==> src/hw/rtl/wcsa_pkg.sv <==
// ----------------------------------------------------------------------------
// Weighted connection share arbiter package
// Operation and status codes, the user entry record and the sequencer states.
// ----------------------------------------------------------------------------
package wcsa_pkg;

  // Operation codes carried by a request.
  typedef enum logic [2:0] {
    OP_ADD         = 3'd0,
    OP_SET_WEIGHT  = 3'd1,
    OP_REMOVE      = 3'd2,
    OP_ADJUST_WAIT = 3'd3,
    OP_STARTED     = 3'd4,
    OP_FINISHED    = 3'd5,
    OP_REFUSED     = 3'd6,
    OP_QUERY       = 3'd7
  } op_t;

  // Result status codes.
  typedef enum logic [1:0] {
    ST_OK       = 2'd0,
    ST_NO_USER  = 2'd1,
    ST_FULL     = 2'd2,
    ST_DECLINED = 2'd3
  } status_t;

  // Configuration register indexes.
  typedef enum logic [0:0] {
    CFG_INITIAL_BUDGET = 1'b0,
    CFG_STAGGER        = 1'b1
  } cfg_idx_t;

  localparam logic [7:0] RESET_BUDGET = 8'd12;
  // Rank counter width: at most 63 users can stand ahead of another.
  localparam int RANK_W = 6;

  // One user entry as held in a cell, with its per-request scratch fields.
  typedef struct packed {
    logic [7:0]        id;
    logic [7:0]        weight;
    logic [7:0]        active;
    logic [15:0]       waiting;
    logic [RANK_W-1:0] ahead;
    logic [7:0]        quot;
    logic              passed;
  } entry_t;

  // Controls common to every cell.
  typedef struct packed {
    logic rank_en;
    logic rank_clr;
  } cell_ctl_t;

  // Head entry weight broadcast to all cells during the ranking pass.
  typedef struct packed {
    logic       valid;
    logic [7:0] weight;
  } head_t;

  // Sequencer states.
  typedef enum logic [3:0] {
    S_IDLE,
    S_SCAN,
    S_APPLY,
    S_RANK_CLR,
    S_RANK,
    S_DIV_MUL,
    S_DIV_GO,
    S_DIV_RUN,
    S_REMAIN,
    S_FINAL,
    S_OUT
  } state_t;

endpackage

==> src/hw/rtl/wcsa_cell.sv <==
// ----------------------------------------------------------------------------
// Weighted connection share arbiter cell
// Holds one user entry and hands it to its neighbour when the ring shifts.
// ----------------------------------------------------------------------------
module wcsa_cell import wcsa_pkg::*; (
  input  logic      clk,
  input  cell_ctl_t ctl,
  input  head_t     head,
  input  logic      at_head,
  input  logic      shift_en,
  input  entry_t    nbr_in,
  output entry_t    pass_out,
  output entry_t    cur_out
);

  entry_t ent_r;
  entry_t ent_nxt;
  logic   inc;

  // The head entry stands ahead of this one if heavier, or equal and older.
  always_comb begin
    inc = head.valid &&
          ((head.weight > ent_r.weight) ||
           ((head.weight == ent_r.weight) && !ent_r.passed && !at_head));
    pass_out = ent_r;
    if (ctl.rank_en) begin
      pass_out.ahead  = ent_r.ahead + RANK_W'(inc);
      pass_out.passed = ent_r.passed | at_head;
    end
  end

  // Entry update: clear the rank scratch, take the neighbour, or hold.
  always_comb begin
    ent_nxt = ent_r;
    if (ctl.rank_clr) begin
      ent_nxt.ahead  = '0;
      ent_nxt.passed = 1'b0;
    end else if (shift_en) begin
      ent_nxt = nbr_in;
    end
  end

  always_ff @(posedge clk) begin
    ent_r <= ent_nxt;
  end

  assign cur_out = ent_r;

endmodule

==> src/hw/rtl/wcsa_div.sv <==
// ----------------------------------------------------------------------------
// Weighted connection share arbiter divider
// Restoring divider producing one quotient bit per cycle.
// ----------------------------------------------------------------------------
module wcsa_div #(
  parameter int NW = 16,
  parameter int DW = 14
) (
  input  logic          clk,
  input  logic          rst_n,
  input  logic          start,
  input  logic [NW-1:0] dividend,
  input  logic [DW-1:0] divisor,
  output logic [NW-1:0] quotient,
  output logic          done
);

  localparam int CNT_W = $clog2(NW + 1);

  logic [DW-1:0]    rem_r, rem_nxt;
  logic [NW-1:0]    quo_r, quo_nxt;
  logic [DW-1:0]    div_r;
  logic [CNT_W-1:0] cnt_r;
  logic             busy_r;
  logic             done_r;
  logic [DW:0]      trial;
  logic [DW:0]      diff;

  // One restoring step: bring in the next dividend bit and try the subtract.
  always_comb begin
    trial   = {rem_r, quo_r[NW-1]};
    diff    = trial - {1'b0, div_r};
    quo_nxt = {quo_r[NW-2:0], 1'b0};
    rem_nxt = trial[DW-1:0];
    if (trial >= {1'b0, div_r}) begin
      rem_nxt    = diff[DW-1:0];
      quo_nxt[0] = 1'b1;
    end
  end

  // Control: count the steps and flag completion for one cycle.
  always_ff @(posedge clk) begin
    if (!rst_n) begin
      busy_r <= 1'b0;
      done_r <= 1'b0;
      cnt_r  <= '0;
    end else begin
      done_r <= 1'b0;
      if (start) begin
        busy_r <= 1'b1;
        cnt_r  <= CNT_W'(NW);
      end else if (busy_r) begin
        cnt_r <= cnt_r - 1'b1;
        if (cnt_r == CNT_W'(1)) begin
          busy_r <= 1'b0;
          done_r <= 1'b1;
        end
      end
    end
  end

  // Datapath: operands load on start, then one step per busy cycle.
  always_ff @(posedge clk) begin
    if (start) begin
      rem_r <= '0;
      quo_r <= dividend;
      div_r <= divisor;
    end else if (busy_r) begin
      rem_r <= rem_nxt;
      quo_r <= quo_nxt;
    end
  end

  assign quotient = quo_r;
  assign done     = done_r;

endmodule

==> src/hw/rtl/weighted_connection_share_arbiter_top.sv <==
// ----------------------------------------------------------------------------
// Weighted connection share arbiter
// Ordered user table in a ring of cells, with weighted largest-remainder
// shares, start admission and yield advice for the user of each request.
// ----------------------------------------------------------------------------
//  channel | handshake           | payload
//  in      | in_valid, in_stall  | in_op, in_user_id, in_weight, in_waiting_delta, in_now
//  out     | out_valid, out_stall| out_status .. out_user_total
//  cfg     | cfg_we              | cfg_index, cfg_data
//
// A request makes four turns of the cell ring after acceptance; in the division
// turn each user in the table holds the ring for a 16-step division.
// One request is worked on at a time; the next is taken while a result waits.
// A stalled result holds in the output register; the sequencer then waits.
// Reset is synchronous; the table reads as empty and the budget as 12.
// ----------------------------------------------------------------------------
module weighted_connection_share_arbiter_top import wcsa_pkg::*; #(
  parameter int MAX_USERS = 16
) (
  input  logic        clk,
  input  logic        rst_n,
  input  logic        in_valid,
  output logic        in_stall,
  input  logic [2:0]  in_op,
  input  logic [7:0]  in_user_id,
  input  logic [7:0]  in_weight,
  input  logic signed [7:0] in_waiting_delta,
  input  logic [47:0] in_now,
  output logic        out_valid,
  input  logic        out_stall,
  output logic [1:0]  out_status,
  output logic [7:0]  out_user_share,
  output logic [7:0]  out_user_active,
  output logic [11:0] out_all_active,
  output logic [7:0]  out_current_budget,
  output logic        out_start_allowed,
  output logic        out_yield_advised,
  output logic [47:0] out_earliest_start,
  output logic [4:0]  out_user_total,
  input  logic        cfg_we,
  input  logic [0:0]  cfg_index,
  input  logic [31:0] cfg_data
);

  localparam int IW = $clog2(MAX_USERS);
  localparam int CW = $clog2(MAX_USERS + 1);
  localparam int TW = $clog2(MAX_USERS * 255 + 1);

  state_t state_r, state_nxt;

  // Ring of cells.
  entry_t    pass_arr [MAX_USERS];
  entry_t    cur_arr  [MAX_USERS];
  logic      shift_vec [MAX_USERS];
  entry_t    feed;
  cell_ctl_t ctl;
  head_t     hbc;
  logic      ring_shift;
  logic      compact;

  // Request and table state.
  logic [IW-1:0]   k_r;
  logic [CW-1:0]   count_r;
  logic [7:0]      budget_r;
  logic [31:0]     stagger_r;
  logic [47:0]     last_time_r;
  logic            seen_r;
  op_t             op_r;
  logic [7:0]      id_r;
  logic [7:0]      wt_r;
  logic [7:0]      delta_r;
  logic [47:0]     now_r;
  logic            found_r;
  logic [IW-1:0]   idx_r;
  logic            add_done_r;
  logic [TW-1:0]   actsum_r;
  status_t         status_r;
  logic [TW-1:0]   tsum_r;
  logic            found2_r;
  logic [IW-1:0]   idx2_r;
  logic [8:0]      given_r;
  logic [8:0]      rem_r;
  logic [7:0]      usr_share_r;
  logic [7:0]      usr_act_r;
  logic            starved_r;
  logic [15:0]     prod_r;

  // Divider.
  logic            div_start;
  logic [15:0]     div_quot;
  logic            div_done;

  // Output register.
  logic            out_valid_r;
  status_t         o_status_r;
  logic [7:0]      o_share_r;
  logic [7:0]      o_active_r;
  logic [11:0]     o_all_r;
  logic [7:0]      o_budget_r;
  logic            o_allowed_r;
  logic            o_yield_r;
  logic [47:0]     o_earliest_r;
  logic [4:0]      o_total_r;

  // Combinational helpers.
  entry_t          head;
  entry_t          head_mod;
  logic            k_valid;
  logic            k_last;
  logic            scan_hit;
  logic            add_here;
  logic signed [17:0] wsum;
  logic [8:0]      sh9;
  logic [7:0]      head_share;
  logic            out_free;
  logic [TW-1:0]   cap;
  logic            too_soon;
  logic [48:0]     e49;
  logic [47:0]     esat;
  logic [47:0]     earliest;
  logic            allowed;
  logic            yld;

  assign head     = cur_arr[0];
  assign k_valid  = CW'(k_r) < count_r;
  assign k_last   = k_r == IW'(MAX_USERS - 1);
  assign out_free = !out_valid_r || !out_stall;

  // Cell row: each cell takes its upper neighbour, the last takes the feed.
  for (genvar c = 0; c < MAX_USERS; c++) begin : g_cell
    entry_t nbr;
    if (c == MAX_USERS - 1) begin : g_tail
      assign nbr = feed;
      assign shift_vec[c] = ring_shift;
    end else begin : g_body
      assign nbr = pass_arr[c + 1];
      assign shift_vec[c] = ring_shift || (compact && (IW'(c) >= idx_r));
    end
    wcsa_cell u_cell (
      .clk      (clk),
      .ctl      (ctl),
      .head     (hbc),
      .at_head  (c == 0),
      .shift_en (shift_vec[c]),
      .nbr_in   (nbr),
      .pass_out (pass_arr[c]),
      .cur_out  (cur_arr[c])
    );
  end

  wcsa_div #(.NW(16), .DW(TW)) u_div (
    .clk      (clk),
    .rst_n    (rst_n),
    .start    (div_start),
    .dividend (prod_r),
    .divisor  (tsum_r),
    .quotient (div_quot),
    .done     (div_done)
  );

  // Head update during the table scan.
  always_comb begin
    scan_hit = k_valid && (head.id == id_r) && !found_r;
    add_here = (op_r == OP_ADD) && !found_r && (CW'(k_r) == count_r);
    wsum     = $signed({2'b00, head.waiting}) + $signed({{10{delta_r[7]}}, delta_r});
    head_mod = head;
    if (scan_hit) begin
      case (op_r)
        OP_SET_WEIGHT: head_mod.weight = wt_r;
        OP_ADJUST_WAIT: begin
          if (wsum < 0) head_mod.waiting = '0;
          else if (wsum > 18'sd65535) head_mod.waiting = 16'hFFFF;
          else head_mod.waiting = wsum[15:0];
        end
        OP_STARTED: begin
          if (head.active != 8'hFF) head_mod.active = head.active + 8'd1;
        end
        OP_FINISHED: begin
          if (head.active != 8'h00) head_mod.active = head.active - 8'd1;
        end
        default: head_mod = head;
      endcase
    end
    if (add_here) begin
      head_mod        = '0;
      head_mod.id     = id_r;
      head_mod.weight = wt_r;
    end
  end

  // Share of the head entry in the final pass.
  always_comb begin
    sh9        = {1'b0, head.quot} + 9'((9'(head.ahead) < rem_r) ? 1 : 0);
    head_share = (sh9 == 9'd0) ? 8'd1 : sh9[7:0];
  end

  // Start admission, yield advice and earliest start.
  always_comb begin
    cap      = (TW'(budget_r) > TW'(count_r)) ? TW'(budget_r) : TW'(count_r);
    too_soon = seen_r && ((now_r < last_time_r) ||
                          ((now_r - last_time_r) < {16'd0, stagger_r}));
    allowed  = found2_r && !(actsum_r >= cap) && !too_soon &&
               ((usr_act_r < usr_share_r) || !starved_r);
    yld      = found2_r && (usr_act_r > usr_share_r) && starved_r;
    e49      = {1'b0, last_time_r} + {17'd0, stagger_r};
    esat     = e49[48] ? 48'hFFFF_FFFF_FFFF : e49[47:0];
    earliest = !seen_r ? now_r : ((now_r > esat) ? now_r : esat);
  end

  // Next state.
  always_comb begin
    state_nxt = state_r;
    case (state_r)
      S_IDLE:     if (in_valid) state_nxt = S_SCAN;
      S_SCAN:     if (k_last) state_nxt = S_APPLY;
      S_APPLY:    state_nxt = S_RANK_CLR;
      S_RANK_CLR: state_nxt = S_RANK;
      S_RANK:     if (k_last) state_nxt = S_DIV_MUL;
      S_DIV_MUL: begin
        if (k_valid) state_nxt = S_DIV_GO;
        else if (k_last) state_nxt = S_REMAIN;
      end
      S_DIV_GO:   state_nxt = S_DIV_RUN;
      S_DIV_RUN: begin
        if (div_done) state_nxt = k_last ? S_REMAIN : S_DIV_MUL;
      end
      S_REMAIN:   state_nxt = S_FINAL;
      S_FINAL:    if (k_last) state_nxt = S_OUT;
      S_OUT:      if (out_free) state_nxt = S_IDLE;
      default:    state_nxt = S_IDLE;
    endcase
  end

  // Ring and divider controls.
  always_comb begin
    ring_shift   = 1'b0;
    compact      = 1'b0;
    ctl          = '0;
    hbc          = '0;
    feed         = head;
    div_start    = 1'b0;
    case (state_r)
      S_SCAN: begin
        ring_shift = 1'b1;
        feed       = head_mod;
      end
      S_APPLY:    compact = (op_r == OP_REMOVE) && found_r;
      S_RANK_CLR: ctl.rank_clr = 1'b1;
      S_RANK: begin
        ring_shift  = 1'b1;
        ctl.rank_en = 1'b1;
        hbc.valid   = k_valid;
        hbc.weight  = head.weight;
        feed        = pass_arr[0];
      end
      S_DIV_MUL:  ring_shift = !k_valid;
      S_DIV_GO:   div_start = 1'b1;
      S_DIV_RUN: begin
        ring_shift = div_done;
        feed.quot  = div_quot[7:0];
      end
      S_FINAL:    ring_shift = 1'b1;
      default:    ring_shift = 1'b0;
    endcase
  end

  // Control state and table bookkeeping.
  always_ff @(posedge clk) begin
    if (!rst_n) begin
      state_r       <= S_IDLE;
      count_r       <= '0;
      budget_r      <= RESET_BUDGET;
      stagger_r     <= '0;
      last_time_r   <= '0;
      seen_r        <= 1'b0;
      k_r           <= '0;
      out_valid_r   <= 1'b0;
    end else begin
      state_r <= state_nxt;
      if (out_valid_r && !out_stall) out_valid_r <= 1'b0;

      // Configuration writes.
      if (cfg_we) begin
        case (cfg_idx_t'(cfg_index))
          CFG_INITIAL_BUDGET: begin
            budget_r <= (cfg_data[7:0] == 8'd0) ? 8'd1 : cfg_data[7:0];
          end
          CFG_STAGGER: stagger_r <= cfg_data;
          default: stagger_r <= stagger_r;
        endcase
      end

      // Position counter for the ring passes.
      if (ring_shift) k_r <= k_last ? '0 : k_r + 1'b1;

      // Table-wide effects of the request.
      if (state_r == S_APPLY) begin
        if (add_done_r) count_r <= count_r + 1'b1;
        if ((op_r == OP_REMOVE) && found_r) count_r <= count_r - 1'b1;
        if ((op_r == OP_STARTED) && found_r) begin
          last_time_r <= now_r;
          seen_r      <= 1'b1;
        end
        if ((op_r == OP_REFUSED) && !((actsum_r < TW'(2)) || (budget_r <= 8'd1)))
          budget_r <= budget_r - 8'd1;
      end

      if ((state_r == S_OUT) && out_free) out_valid_r <= 1'b1;
    end
  end

  // Request datapath.
  always_ff @(posedge clk) begin
    case (state_r)
      S_IDLE: begin
        op_r       <= op_t'(in_op);
        id_r       <= in_user_id;
        wt_r       <= (in_weight == 8'd0) ? 8'd1 : in_weight;
        delta_r    <= in_waiting_delta;
        now_r      <= in_now;
        found_r    <= 1'b0;
        add_done_r <= 1'b0;
        actsum_r   <= '0;
      end
      S_SCAN: begin
        if (scan_hit) begin
          found_r <= 1'b1;
          idx_r   <= k_r;
        end
        if (add_here) add_done_r <= 1'b1;
        if (k_valid) actsum_r <= actsum_r + TW'(head.active);
      end
      S_APPLY: begin
        case (op_r)
          OP_ADD:     status_r <= (!found_r && !add_done_r) ? ST_FULL : ST_OK;
          OP_REFUSED: status_r <= ((actsum_r < TW'(2)) || (budget_r <= 8'd1)) ?
                                  ST_DECLINED : ST_OK;
          default:    status_r <= found_r ? ST_OK : ST_NO_USER;
        endcase
      end
      S_RANK_CLR: begin
        tsum_r   <= '0;
        actsum_r <= '0;
        found2_r <= 1'b0;
        given_r  <= '0;
      end
      S_RANK: begin
        if (k_valid) begin
          tsum_r   <= tsum_r + TW'(head.weight);
          actsum_r <= actsum_r + TW'(head.active);
          if ((head.id == id_r) && !found2_r) begin
            found2_r <= 1'b1;
            idx2_r   <= k_r;
          end
        end
      end
      S_DIV_MUL: prod_r <= budget_r * head.weight;
      S_DIV_RUN: begin
        if (div_done) given_r <= given_r + {1'b0, div_quot[7:0]};
      end
      S_REMAIN: begin
        rem_r       <= ({1'b0, budget_r} > given_r) ? ({1'b0, budget_r} - given_r) : 9'd0;
        starved_r   <= 1'b0;
        usr_share_r <= '0;
        usr_act_r   <= '0;
      end
      S_FINAL: begin
        if (k_valid) begin
          if (found2_r && (k_r == idx2_r)) begin
            usr_share_r <= head_share;
            usr_act_r   <= head.active;
          end else if ((head.waiting != 16'd0) && (head.active < head_share)) begin
            starved_r <= 1'b1;
          end
        end
      end
      S_OUT: begin
        if (out_free) begin
          o_status_r   <= status_r;
          o_share_r    <= usr_share_r;
          o_active_r   <= usr_act_r;
          o_all_r      <= (actsum_r > TW'(4095)) ? 12'hFFF : actsum_r[11:0];
          o_budget_r   <= budget_r;
          o_allowed_r  <= allowed;
          o_yield_r    <= yld;
          o_earliest_r <= earliest;
          o_total_r    <= (count_r > CW'(31)) ? 5'd31 : 5'(count_r);
        end
      end
      default: prod_r <= prod_r;
    endcase
  end

  assign in_stall           = state_r != S_IDLE;
  assign out_valid          = out_valid_r;
  assign out_status         = o_status_r;
  assign out_user_share     = o_share_r;
  assign out_user_active    = o_active_r;
  assign out_all_active     = o_all_r;
  assign out_current_budget = o_budget_r;
  assign out_start_allowed  = o_allowed_r;
  assign out_yield_advised  = o_yield_r;
  assign out_earliest_start = o_earliest_r;
  assign out_user_total     = o_total_r;

endmodule

==> config.mk <==
export PLATFORM = sky130hd
export DESIGN_NAME = weighted_connection_share_arbiter_top
export DESIGN_NICKNAME = d
export VERILOG_FILES = /design/src/hw/rtl/wcsa_pkg.sv /design/src/hw/rtl/wcsa_cell.sv /design/src/hw/rtl/wcsa_div.sv /design/src/hw/rtl/weighted_connection_share_arbiter_top.sv
export SDC_FILE = /design/constraint.sdc
export NUM_CORES = 2
export LEC_CHECK = 0
export ABC_AREA = 1
export BUFFER_PORTS_ARGS = -buffer_cell sky130_fd_sc_hd__buf_2
export CAP_MARGIN = 20
export CORE_MARGIN = 1
export CORE_UTILIZATION = 57
export DETAILED_ROUTE_END_ITERATION = 10
export HOLD_SLACK_MARGIN = 0.06
export PLACE_DENSITY = 0.77
export SLEW_MARGIN = 10
export SYNTH_ARGS = -nofsm -noshare
export SYNTH_HDL_FRONTEND = slang
export SYNTH_HIERARCHICAL = 1
export SYNTH_SLANG_ARGS = --single-unit
==> constraint.sdc <==
create_clock -name clk -period 6.9 [get_ports clk]
set_input_delay 1.725 -clock clk [delete_from_list [all_inputs] [get_ports clk]]
set_output_delay 1.725 -clock clk [all_outputs]
set_load 0.005 [all_outputs]
==> results.sh <==
export IMPL_drc_errors=0
export IMPL_cts_hold_repair_buffers=0
export IMPL_finalSetupTns_ns=0
export IMPL_setup_violations_final=0
export IMPL_globalRouteOverflowTotal=0
export IMPL_utilization=0.5910
export IMPL_fin_worst_skew_ns=0.03637
export IMPL_via_count=46613
export IMPL_slew_headroom=0.2520
export IMPL_finalWirelength_mm=162.9
export IMPL_count_of_buffers_added_by_post_cts_timing_repair_for_setup=0
export IMPL_peakVddDrop_mv=0.3898
export IMPL_power_static_leakage_uw=0.03097
export IMPL_crit_fanout=60
export IMPL_worst_slew_pin_slew_ns=1.121
export IMPL_synth_seq_area_share=0.5148
export IMPL_tritoncts="yes"
export IMPL_hold_viol=0
export IMPL_power_density_mw_per_mm2=449.5
export IMPL_peak_per_stage_delay_on_the_critical_path_ns=0.49
export IMPL_first_iter_violations=4431
export IMPL_route_detailed_vias_per_inst=5.423
export IMPL_dieArea_mm2=0.1250
export IMPL_setup_repair_after_global_routing_missed_its_margin="false"
export IMPL_post_cts_gate_resize_count=0
export IMPL_timing_critical_path_from_type="register"
export IMPL_syn_instance_count=7345
export IMPL_worst_setup_hold_path_clk_slew_ns=0.06
export IMPL_finalWorstPathRequiredPeriod_ns=5.549
export IMPL_routability_congestion_estimate=0.9910
export IMPL_clockRootBuffer="clkbuf_16"
export IMPL_worst_slack_ns=1.351
export IMPL_vias_in_the_first_global_route=45508
export IMPL_worst_endpoint_required_ns=7.38
export IMPL_timing_critical_path_max_delay_family="simple AND/OR/NAND/NOR gates"
export IMPL_grt_antenna_before_repair=8
export IMPL_postSynth_asyncResetShare=0
export IMPL_pre_cts_slack_ns=1.420
export IMPL_layout_common_cells="nand2_1, edfxtp_1, inv_1, ha_1, a21oi_1"
export IMPL_synth_enable_flop_cells=1052
export IMPL_clock_insertion_delay_worst_skew_ns=0.76
export IMPL_cp_num_buf_inv=4
export IMPL_floorplan_initialDensity=0.5766
export IMPL_global_route_wire_length_before_repair_mm=252.7
export IMPL_cts_made_buffers=135
export IMPL_yosys_register_bits=1286
export IMPL_gr_usage_all_layers=0.2602
export IMPL_finalMaxSlewViolations=0
export IMPL_worstHoldPathType="register to register"
export IMPL_worstPathArrival_ns=6.03
export IMPL_areaGrowthSynthToFinish_pct=2.504
export IMPL_port_buffer_count=207
export IMPL_synth_flop_type="edfxtp_1"
export IMPL_max_clock_path_buffers=3
export IMPL_yosysWarnings=6
export IMPL_timing_setup_critical_path_class="register to register"
export IMPL_ant_nets=0
export IMPL_floorplan_core_area_mm2=0.1222
export IMPL_num_io_pins=208
export IMPL_cpMostUsedCell="nand3_1"
export IMPL_dieWidth_um=353.6
export IMPL_grt_start_max_net_pins=130
export IMPL_synthesis_area_per_instance_um2=9.593
export IMPL_firstDrtPassIters=8
export IMPL_netlist_top_cells_area="edfxtp_1, nand2_1, buf_4"
export IMPL_cts_sinks=1286
export IMPL_post_route_period_util=0.8041
export IMPL_drt_wirelength_per_cell_um=18.95
export IMPL_place_detailed_hpwl_mm=117.4
export IMPL_clock_tree_htree_level_count=4
export IMPL_site_rows=128
export IMPL_fmax_ghz=0.1802
export IMPL_critical_path_slowest_cell="nand2_2"
export IMPL_post_synth_top_area_fraction=0.4484
export IMPL_chip_height_um=353.6
export IMPL_outcome="complete, no violations"
export IMPL_yosysTopAreaCell="edfxtp_1"
export IMPL_mappedNetlistArea_mm2=0.07046
export IMPL_netlist_cell_type_count=74
export IMPL_num_nets_final=7485
export IMPL_number_of_maximum_capacitance_violations=0
export IMPL_drive_gt1_frac=0.09228
export IMPL_critPathCaptureType="register"
export IMPL_layout_cells_most_common="nand2_1"
export IMPL_n_fill_cell=9966
## power by group
part           switching, uW  internal (uW)
clock network           3070           4080
logic                   7390           3290
registers               1740          12900
## flip-flops by register name (all words and copies together) (netlist names), 16 cells and up
name	count
g_cell.u_cell/cur_out	880
last_time_r	48
now_r	48
out_earliest_start	48
stagger_r	32
prod_r	16
u_div/quotient	16
## cells in the mapped netlist (15+ instances only)
cell type	count
nand3_2	24
nor2_1	453
nand2_2	42
inv_2	29
dfxtp_1	234
o21ai_2	17
o211ai_1	40
clkbuf_1	94
and2_1	21
nand4_1	62
o21bai_1	20
a31oi_1	15
inv_1	1023
nor2_2	22
edfxtp_1	1052
o221ai_1	15
nand3_1	152
a21oi_1	456
buf_4	777
a211oi_1	26
nor3_1	44
fa_1	45
buf_2	17
o21a_1	16
nand2_1	1571
xnor2_1	50
ha_1	466
o21ai_0	291
o21ai_1	30
xor2_1	121
## per-layer routing
layer / share of wire / global-route usage / wire (um) / vias to the layer above
li1: - / - / - / 22428
met1: 0.42 / 0.3482 / 68320 / 22164
met2: 0.47 / 0.4238 / 76390 / 1684
met3: 0.078 / 0.04608 / 12660 / 337
met4: 0.034 / 0.09628 / 5565 / 0
met5: 0 / 0 / 0 / -
## worst reg2reg max path: stages (launching register included)
cell and delay, ns:
dfxtp_1 0.37, ha_1 0.36, fa_1 0.27, nand3_1 0.08, nand2_1 0.16, nand3_1 0.09, nand2_1 0.15, nand3_1 0.10
nand2_2 0.15, nand3_1 0.11, nand2_2 0.49, inv_2 0.26, nand3_1 0.14, inv_1 0.06, ha_1 0.29, nand2_1 0.06
inv_1 0.08, nand3_1 0.09, nor3_1 0.24, nor4b_2 0.48, o211ai_1 0.17, nand4_1 0.12, nand2_1 0.06, nand2_2 0.43
buf_12 0.30, o21ai_0 0.16
## cell type report
class / count / area, um^2 / share of cell area
Tap cell: 1625 / 2033 / 0.02815
Clock buffer: 176 / 3657 / 0.05064
Inverter: 1055 / 3960 / 0.05483
Antenna cell: 3 / 7.507 / 0.0001039
Clock inverter: 68 / 691.9 / 0.009580
Sequential cell: 1286 / 36270 / 0.5023
Multi-Input combinational cell: 4119 / 24090 / 0.3335
Timing Repair Buffer: 264 / 1511 / 0.02093
## through the flow
stage	hold WS, ns	power, uW	instances	area (um^2)
floorplan	0.4003	24210	7359	70510
global route	0.3904	34470	8594	72220
CTS	0.3931	32510	8591	72190
finish	0.3906	32470	8596	72220
global placement	0.4002	24760	8347	67840
detailed placement	0.4045	25210	8347	67840
## worst paths after layout
check	from	to	slack, ns	depth (start not counted)
setup reg to reg	stagger_r[0]$_SDFFE_PN0P_	out_earliest_start[23]$_DFFE_PP_	1.35	25
hold / removal	g_cell[14].u_cell/cur_out[5]$_DFFE_PP_	g_cell[13].u_cell/cur_out[5]$_DFFE_PP_	0.39	0
hold reg to reg	g_cell[14].u_cell/cur_out[5]$_DFFE_PP_	g_cell[13].u_cell/cur_out[5]$_DFFE_PP_	0.39	0
setup / recovery	stagger_r[0]$_SDFFE_PN0P_	out_earliest_start[23]$_DFFE_PP_	1.35	25
## cell families (layout without fill, tap and decap cells)
| logic type | after synthesis | count (layout) | synth area share |
|---|---|---|---|
| adder cells (fa/ha/maj) | 511 | 511 | 0.09554 |
| flip-flops | 1286 | 1286 | 0.5148 |
| other | 2 | 19 | 0.0001066 |
| buffers and inverters | 1954 | 1563 | 0.1464 |
| AND/OR/NAND/NOR | 2446 | 2446 | 0.1445 |
| AO/OA/AOI/OAI | 974 | 974 | 0.07712 |
| XOR/XNOR | 172 | 172 | 0.02149 |
Note: power is estimated with default switching activity, not from simulation.
